File: src/rtl/spit_pkg.sv
package spit_pkg;

  // Default coordinate width of every endpoint field.
  localparam int unsigned CoordBitsDef = 16;

  // Number of orientation tests per segment pair.
  localparam int unsigned NumOrient = 4;

  // Orientation of a point against a segment: neg for -1, zero for 0,
  // neither for +1.
  typedef struct packed {
    logic neg;
    logic zero;
  } orient_t;

  // Load enables of the two stages inside each orientation unit.
  typedef struct packed {
    logic prod;
    logic sign;
  } pipe_en_t;

endpackage

File: src/rtl/spit_front.sv
module spit_front #(
  parameter int unsigned COORD_BITS = spit_pkg::CoordBitsDef
) (
  input  logic                         clk_i,
  input  logic                         en_i,
  input  logic signed [COORD_BITS-1:0] ax1_i,
  input  logic signed [COORD_BITS-1:0] ay1_i,
  input  logic signed [COORD_BITS-1:0] ax2_i,
  input  logic signed [COORD_BITS-1:0] ay2_i,
  input  logic signed [COORD_BITS-1:0] bx1_i,
  input  logic signed [COORD_BITS-1:0] by1_i,
  input  logic signed [COORD_BITS-1:0] bx2_i,
  input  logic signed [COORD_BITS-1:0] by2_i,
  output logic signed [COORD_BITS:0]   dir_x_o [spit_pkg::NumOrient],
  output logic signed [COORD_BITS:0]   dir_y_o [spit_pkg::NumOrient],
  output logic signed [COORD_BITS:0]   q_x_o   [spit_pkg::NumOrient],
  output logic signed [COORD_BITS:0]   q_y_o   [spit_pkg::NumOrient],
  output logic signed [COORD_BITS:0]   r_x_o   [spit_pkg::NumOrient],
  output logic signed [COORD_BITS:0]   r_y_o   [spit_pkg::NumOrient],
  output logic                         reject_o
);
  import spit_pkg::*;

  localparam int unsigned DW = COORD_BITS + 1;

  logic signed [DW-1:0] dax, day, dbx, dby;
  logic signed [COORD_BITS-1:0] ax_min, ax_max, ay_min, ay_max;
  logic signed [COORD_BITS-1:0] bx_min, bx_max, by_min, by_max;
  logic reject_d, reject_q;
  logic signed [DW-1:0] dir_x_d [NumOrient];
  logic signed [DW-1:0] dir_y_d [NumOrient];
  logic signed [DW-1:0] q_x_d   [NumOrient];
  logic signed [DW-1:0] q_y_d   [NumOrient];
  logic signed [DW-1:0] r_x_d   [NumOrient];
  logic signed [DW-1:0] r_y_d   [NumOrient];
  logic signed [DW-1:0] dir_x_q [NumOrient];
  logic signed [DW-1:0] dir_y_q [NumOrient];
  logic signed [DW-1:0] q_x_q   [NumOrient];
  logic signed [DW-1:0] q_y_q   [NumOrient];
  logic signed [DW-1:0] r_x_q   [NumOrient];
  logic signed [DW-1:0] r_y_q   [NumOrient];

  always_comb begin
    dax = DW'(ax2_i) - DW'(ax1_i);
    day = DW'(ay2_i) - DW'(ay1_i);
    dbx = DW'(bx2_i) - DW'(bx1_i);
    dby = DW'(by2_i) - DW'(by1_i);

    // Tests 0 and 1 place the endpoints of B against A, tests 2 and 3 the
    // endpoints of A against B. The q vector runs from the segment start,
    // the r vector from the segment end.
    dir_x_d[0] = dax;  dir_y_d[0] = day;
    dir_x_d[1] = dax;  dir_y_d[1] = day;
    dir_x_d[2] = dbx;  dir_y_d[2] = dby;
    dir_x_d[3] = dbx;  dir_y_d[3] = dby;

    q_x_d[0] = DW'(bx1_i) - DW'(ax1_i);  q_y_d[0] = DW'(by1_i) - DW'(ay1_i);
    r_x_d[0] = DW'(bx1_i) - DW'(ax2_i);  r_y_d[0] = DW'(by1_i) - DW'(ay2_i);
    q_x_d[1] = DW'(bx2_i) - DW'(ax1_i);  q_y_d[1] = DW'(by2_i) - DW'(ay1_i);
    r_x_d[1] = DW'(bx2_i) - DW'(ax2_i);  r_y_d[1] = DW'(by2_i) - DW'(ay2_i);
    q_x_d[2] = DW'(ax1_i) - DW'(bx1_i);  q_y_d[2] = DW'(ay1_i) - DW'(by1_i);
    r_x_d[2] = DW'(ax1_i) - DW'(bx2_i);  r_y_d[2] = DW'(ay1_i) - DW'(by2_i);
    q_x_d[3] = DW'(ax2_i) - DW'(bx1_i);  q_y_d[3] = DW'(ay2_i) - DW'(by1_i);
    r_x_d[3] = DW'(ax2_i) - DW'(bx2_i);  r_y_d[3] = DW'(ay2_i) - DW'(by2_i);

    ax_min = (ax1_i < ax2_i) ? ax1_i : ax2_i;
    ax_max = (ax1_i < ax2_i) ? ax2_i : ax1_i;
    ay_min = (ay1_i < ay2_i) ? ay1_i : ay2_i;
    ay_max = (ay1_i < ay2_i) ? ay2_i : ay1_i;
    bx_min = (bx1_i < bx2_i) ? bx1_i : bx2_i;
    bx_max = (bx1_i < bx2_i) ? bx2_i : bx1_i;
    by_min = (by1_i < by2_i) ? by1_i : by2_i;
    by_max = (by1_i < by2_i) ? by2_i : by1_i;

    reject_d = (bx_max < ax_min) || (bx_min > ax_max) ||
               (by_max < ay_min) || (by_min > ay_max);
  end

  always_ff @(posedge clk_i) begin
    if (en_i) begin
      dir_x_q  <= dir_x_d;
      dir_y_q  <= dir_y_d;
      q_x_q    <= q_x_d;
      q_y_q    <= q_y_d;
      r_x_q    <= r_x_d;
      r_y_q    <= r_y_d;
      reject_q <= reject_d;
    end
  end

  assign dir_x_o  = dir_x_q;
  assign dir_y_o  = dir_y_q;
  assign q_x_o    = q_x_q;
  assign q_y_o    = q_y_q;
  assign r_x_o    = r_x_q;
  assign r_y_o    = r_y_q;
  assign reject_o = reject_q;

endmodule

File: config.mk
export PLATFORM = sky130hd
export DESIGN_NAME = spit_front
export DESIGN_NICKNAME = d
export VERILOG_FILES = /design/src/rtl/spit_pkg.sv /design/src/rtl/spit_front.sv
export SDC_FILE = /design/constraint.sdc
export NUM_CORES = 1
export LEC_CHECK = 0
export BUFFER_PORTS_ARGS = -buffer_cell sky130_fd_sc_hd__buf_4
export CAP_MARGIN = 20
export CORE_MARGIN = 10
export CORE_UTILIZATION = 30
export DETAILED_ROUTE_END_ITERATION = 6
export MAX_ROUTING_LAYER = met4
export PLACE_DENSITY_LB_ADDON = 0.3
export SYNTH_ARGS = -nofsm -noshare
export SYNTH_HDL_FRONTEND = slang
export SYNTH_SLANG_ARGS = --single-unit
File: constraint.sdc
create_clock -name clk_i -period 8.08 [get_ports clk_i]
set_input_delay 2.424 -clock clk_i [delete_from_list [all_inputs] [get_ports clk_i]]
set_output_delay 2.424 -clock clk_i [all_outputs]
set_load 0.05 [all_outputs]
==> results of run 1 <==
[registers in the layout, summed over array words and instances, names as in the netlist]
name,flops
dir_x_o,34
dir_y_o,34
q_x_o,67
q_y_o,66
r_x_o,65
r_y_o,66
reject_o,1
[logic make-up (layout without fill, tap and decap cells)]
logic type | after synthesis | in the layout
compound gates | 913 | 913
simple gates | 742 | 742
buf+inv | 438 | 879
fa+ha+maj | 406 | 406
flops | 333 | 333
xor+xnor | 233 | 233
mux | 24 | 24
other cells | 0 | 5
[stage by stage]
step	hold slack [ps]	setup WS, ps
floorplan	2540	1560
global placement	2860	372
detailed placement	2860	328
CTS	2200	992
global route	2240	753
finish	2230	912
[worst paths after layout]
kind / startpoint / to / depth (start not counted)
worst max-delay path: ax1_i[9] / reject_o / 20
worst min-delay path: en_i / dir_x_o[38] / 1
[routing by layer]
layer  vias to the layer above  GRT usage
met5                         -          -
met4                         0      0.101
met3                       181     0.0408
met2                       885      0.380
met1                     11700      0.240
li1                      11800          -
[power breakdown]
group          switching [mW]  total, mW  internal (mW)
Combinational            2.62       3.74           1.13
Sequential              0.114       2.39           2.27
Clock                   0.748       1.80           1.06
Total                    3.48       7.94           4.46
[Yosys cell counts (11+ instances only)]
library cell and n:
a211oi_1 16, xor2_1 57, inv_1 247, a21oi_1 321
o2111ai_1 13, nor4_1 13, o211ai_1 20, nor2_1 219
and3_1 18, nand3_1 65, o21a_1 15, o21bai_1 48
buf_2 21, a21o_1 115, a31oi_1 11, mux2i_1 24
buf_4 79, fa_1 20, or3_1 15, nand2b_1 58
a21boi_0 18, nor3_1 35, clkbuf_1 77, nand4_1 20
o21ai_1 25, nand2_1 189, o31ai_1 12, edfxtp_1 333
a221oi_1 15, a21oi_2 20, xnor2_1 176, nor2b_1 67
o21ai_0 182, ha_1 386
[layout make-up]
class / instances / area (µm²) / area share
inverters: 247 / 927 / 0.0266
repair buffers: 562 / 4290 / 0.123
well taps: 1265 / 1580 / 0.0454
multi-input cells: 2318 / 16800 / 0.482
clock inverters: 17 / 226 / 0.00649
clock buffers: 53 / 1030 / 0.0295
diodes: 5 / 12.5 / 0.000359
flip-flops and latches: 333 / 10000 / 0.287
==> flow_summary.toml, run 1 <==
[setup_path]
cp-start-kind = "input port"
cp.required_ps = 8450
timing_worst_setup_path_type = "in -> reg"
critPathArrivalTime_ps = 7530
path_cells = "buf_4 -> inv_1 -> ha_1 -> nand3_1 -> or3_1 -> a31o_1 -> and4_4 -> nor2_4 -> buf_4 -> nor2_1 -> a21oi_1 -> ha_1 -> o21ai_0 -> a21oi_1 -> o41ai_1 -> o211ai_1 -> a21oi_1 -> or3b_2 -> o22ai_1 -> o31ai_1"
critPathMostFrequentCell = "a21oi_1"
path_buf_inv = 3
crit_fanout = 17
end_kind = "flop"
crit_slowest_cell = "ha_1"
crit_family = "compound AO/OA/AOI/OAI gates"
cpPeakStageDelay_ps = 510

[cells_and_area]
nets = 4037
postLayoutCoreUtil = 0.367
syn_to_final_growth_pct = 21.1
layout_commonest_cell = "buf_4"
fin_area_um2 = 34900
drive_gt1_frac = 0.190
finalNonFillerCells = 4800
fill_cells = 9739
final_cell_mix = "556 x buf_4, 386 x ha_1, 333 x edfxtp_1"

[route]
drtIter0Drc = 1618
via_per_inst = 5.12
wl_met2_mm = 59.9
wl_per_cell_um = 25.2
dr.pass1.iters = 6
wirelength_met1_mm = 47.5
ant_nets = 0
routed.top_layer = "met4"
drc = 0
met3_length_mm = 7.73
vias = 24600
wl_mm = 121

[clock_tree]
cts_tree = "built"
numCtsBuffers = 39
cts_setup_buffers = 0
cts-root-buf = "clkbuf_16"
ctsResizeCount = 0
cts_buffer_depth = 3
clk_pin_slew_ps = 70
cts_htree_levels = 2
cts_hold_buf = 0
cts_sinks = 333

[global_route]
first_global_vias = 25100
grt_util_all_layers = 0.219
grt_pass1_wl_mm = 170
grt_max_degree = 146
grt-ovfl-total = 0
antenna_found_initial = 5

[timing]
rsz0062_at_grt = "no"
relSlewSlack = 0.185
slew_viol_final = 0
setup_violations = 0
hold_viol = 0
fin_setup_tns_ps = 0
worstMarginPinSlew_ps = 1210
min_period_ps = 7170
max_freq_ghz = 0.140
timing.final.crit_share = 0.887

[floorplan]
rows = 113
io_pins = 539
die_y_um = 330
initial_utilization = 0.303
core-area_um2 = 95200
die_x_um = 330
die-area_um2 = 109000

[yosys]
yosysSeqAreaShare = 0.347
synthSimpleGateAreaFrac = 0.123
synth_enable_flop_cells = 333
synthArstFlopShare = 0
yosysUniqueCellTypes = 73
synth_fp_nets = 3625
synth-xor-area-share = 0.0708
syn_area_per_cell_um2 = 9.33
synth_top_family_by_area = "compound AO/OA/AOI/OAI gates"
yosysTopAreaCellShare = 0.347
synth_seq_cells = 333
ys.flop_type = "edfxtp_1"
netlist.top_cell.by_area = "edfxtp_1"
synth_fa_ha_area_frac = 0.182
syn-cell-area_um2 = 28800
synth.area.mux_share = 0.00834
synth_warnings = 0
synthTopCellsByArea = "edfxtp_1 35%, ha_1 17%, a21oi_1 5.6%, xnor2_1 5.4%, inv_1 3.2%"
synth_cells = 3089
synth_compound_area_frac = 0.199

[placed_design]
place_inst = 4725
dpl-instance-area_um2 = 33600
port-buffer-count = 538
gp_congestion = 0.989
dpl.hpwl_mm = 101

[worst_hold_path]
hold_path_class = "in -> reg"

[pwr]
ir_drop_v = 0.000148
powerDensity_nw_per_um2 = 228
p_leak_nw = 15.5
power_mw = 7.94

[outcome]
outcome = "finished clean"

[job]
maxCapViolCount = 0
No activity file was read; power rests on OpenSTA's default activity.
==> run 2, diff against run 1 <==
--- a/config.mk
+++ b/config.mk
@@ -5,9 +5,10 @@
 export SDC_FILE = /design/constraint.sdc
 export NUM_CORES = 1
 export LEC_CHECK = 0
+export ABC_AREA = 1
 export BUFFER_PORTS_ARGS = -buffer_cell sky130_fd_sc_hd__buf_4
 export CAP_MARGIN = 20
-export CORE_MARGIN = 10
+export CORE_MARGIN = 4
 export CORE_UTILIZATION = 30
 export DETAILED_ROUTE_END_ITERATION = 6
 export MAX_ROUTING_LAYER = met4
==> flow_summary.toml, run 2 <==
[outcome]
outcome = "finished clean"

[setup_path]
path_buf_inv = 4
crit_fanout = 33
critPathArrivalTime_ps = 6590
cp-start-kind = "input port"
cp.required_ps = 8380
end_kind = "flop"
path_cells = "buf_4 -> inv_1 -> ha_1 -> nand2_1 -> nor2_1 -> nand2_1 -> nand3_1 -> nand3_1 -> nand2_1 -> nand2_1 -> nand2_1 -> nand3_2 -> buf_4 -> o21ai_0 -> ha_1 -> nand4_1 -> a31oi_1 -> a2111oi_0 -> o31ai_1 -> xor2_1 -> o21ai_0 -> inv_1 -> nand4_1"
critPathMostFrequentCell = "nand2_1"
timing_worst_setup_path_type = "in -> reg"
cpPeakStageDelay_ps = 440
crit_cells = 23
crit_family = "simple AND/OR/NAND/NOR gates"
crit_slowest_cell = "o21ai_0"

[route]
wl_per_cell_um = 25.4
via_per_inst = 5.08
wl_mm = 122
drc = 0
dr.pass1.iters = 6
drtIter0Drc = 1724
ant_nets = 0
vias = 24400

[timing]
rsz0062_at_grt = "no"
fin_ws_ps = 1790
slew_viol_final = 0
relSlewSlack = 0.357
setup_violations = 0
timing.final.crit_share = 0.779
hold_viol = 0
fin_setup_tns_ps = 0
max_freq_ghz = 0.159
min_period_ps = 6290
worstMarginPinSlew_ps = 964
holdWs_ps = 2270

[clock_tree]
clk_pin_slew_ps = 60
cts_sinks = 333
cts_setup_buffers = 0
numCtsBuffers = 41
cts_buffer_depth = 3
cts_htree_levels = 2
cts_hold_buf = 0
ctsResizeCount = 0
cts-root-buf = "clkbuf_16"
cts_tree = "built"

[floorplan]
initial_utilization = 0.303
die_x_um = 312
rows = 111
io_pins = 539
die-area_um2 = 97600
core-area_um2 = 91800
die_y_um = 312

[cells_and_area]
drive_gt1_frac = 0.182
largest_reg_flops = 67
syn_to_final_growth_pct = 21.6
regArea_um2 = 10000
postLayoutCoreUtil = 0.368
layout_commonest_cell = "nand2_1"
fill_cells = 9536
nets = 4054
multi_input_area_um2 = 15600
final_cell_mix = "557 x nand2_1, 542 x buf_4, 386 x ha_1"

[yosys]
synth_warnings = 0
synth_cells = 3125
yosysTopAreaCellShare = 0.360
yosysMostFrequentCell = "nand2_1"
synthTopCellsByCount = "557 x nand2_1, 386 x ha_1, 333 x edfxtp_1"
synthArstFlopShare = 0
synthTopCellsByArea = "edfxtp_1 36%, ha_1 17%, xor2_1 8.0%, nand2_1 7.5%, a21oi_1 5.0%"
synth_fp_nets = 3661
yosysUniqueCellTypes = 49
ys.flop_type = "edfxtp_1"
syn-cell-area_um2 = 27800
yosysSeqAreaShare = 0.360
synth_seq_cells = 333
syn_area_per_cell_um2 = 8.90
netlist.top_cell.by_area = "edfxtp_1"
synth_enable_flop_cells = 333

[placed_design]
pre_cts_slack_ps = 1320
dpl.hpwl_mm = 103
gp_congestion = 1.02
port-buffer-count = 538

[worst_hold_path]
hold_path_class = "in -> reg"
whs_path_depth = 3

[global_route]
grt_max_degree = 138
grt_util_all_layers = 0.247
grt_pass1_wl_mm = 171
first_global_vias = 24800
antenna_found_initial = 15
grt-ovfl-total = 0

[pwr]
p_leak_nw = 15.4
ir_drop_v = 0.000153
powerDensity_nw_per_um2 = 235

[job]
maxCapViolCount = 0
run 2: cell type report:
| class | count | area share |
|---|---|---|
| multi-input cells | 2274 | 0.461 |
| flip-flops and latches | 333 | 0.296 |
| repair buffers | 546 | 0.122 |
| well taps | 1243 | 0.0460 |
| inverters | 322 | 0.0358 |
| clock buffers | 50 | 0.0326 |
| clock inverters | 21 | 0.00585 |
| diodes | 14 | 0.00104 |
run 2: tightest hold or removal path: stages:
cell,delay (ps)
buf_4,100
ha_1,120
inv_1,40
run 2: cell families (layout without fill, tap and decap cells):
logic type      after synthesis  after routing  synth area share
flops                       333            333             0.360
compound gates              738            738             0.154
simple gates                827            827             0.121
other cells                   0             14                 0
xor+xnor                    302            302            0.0965
fa+ha+maj                   406            406             0.188
buf+inv                     518            939            0.0803
mux                           1              1          0.000360
run 2: routing by layer:
metal  global-route usage  vias up  part of all wire
met5                    -        -                 0
met4                0.125        0             0.061
met3               0.0440      245             0.063
met2                0.419     1015              0.48
met1                0.280    11700              0.39
li1                     -    11500                 -
run 2: worst paths after layout:
path	startpoint	end	slack, ps
worst max-delay path	by1_i[1]	reject_o	1790
worst min-delay path	bx2_i[0]	q_x_o[34]	2270
run 2: report_power, final:
group / switching, mW / total, mW / internal (mW)
Sequential: 0.129 / 2.43 / 2.30
Clock: 0.740 / 1.81 / 1.07
Combinational: 2.66 / 3.69 / 1.04
Total: 3.53 / 7.93 / 4.40
run 2: metrics by stage:
step           cells  area [µm²]  power, mW
5_1_grt         4803       33800       8.32
3_3_place_gp    4717       32500       6.18
6_report        4803       33800       7.93
4_1_cts         4788       33800       8.02
3_5_place_dp    4717       32500       6.15
2_1_floorplan   3125       27800       4.89
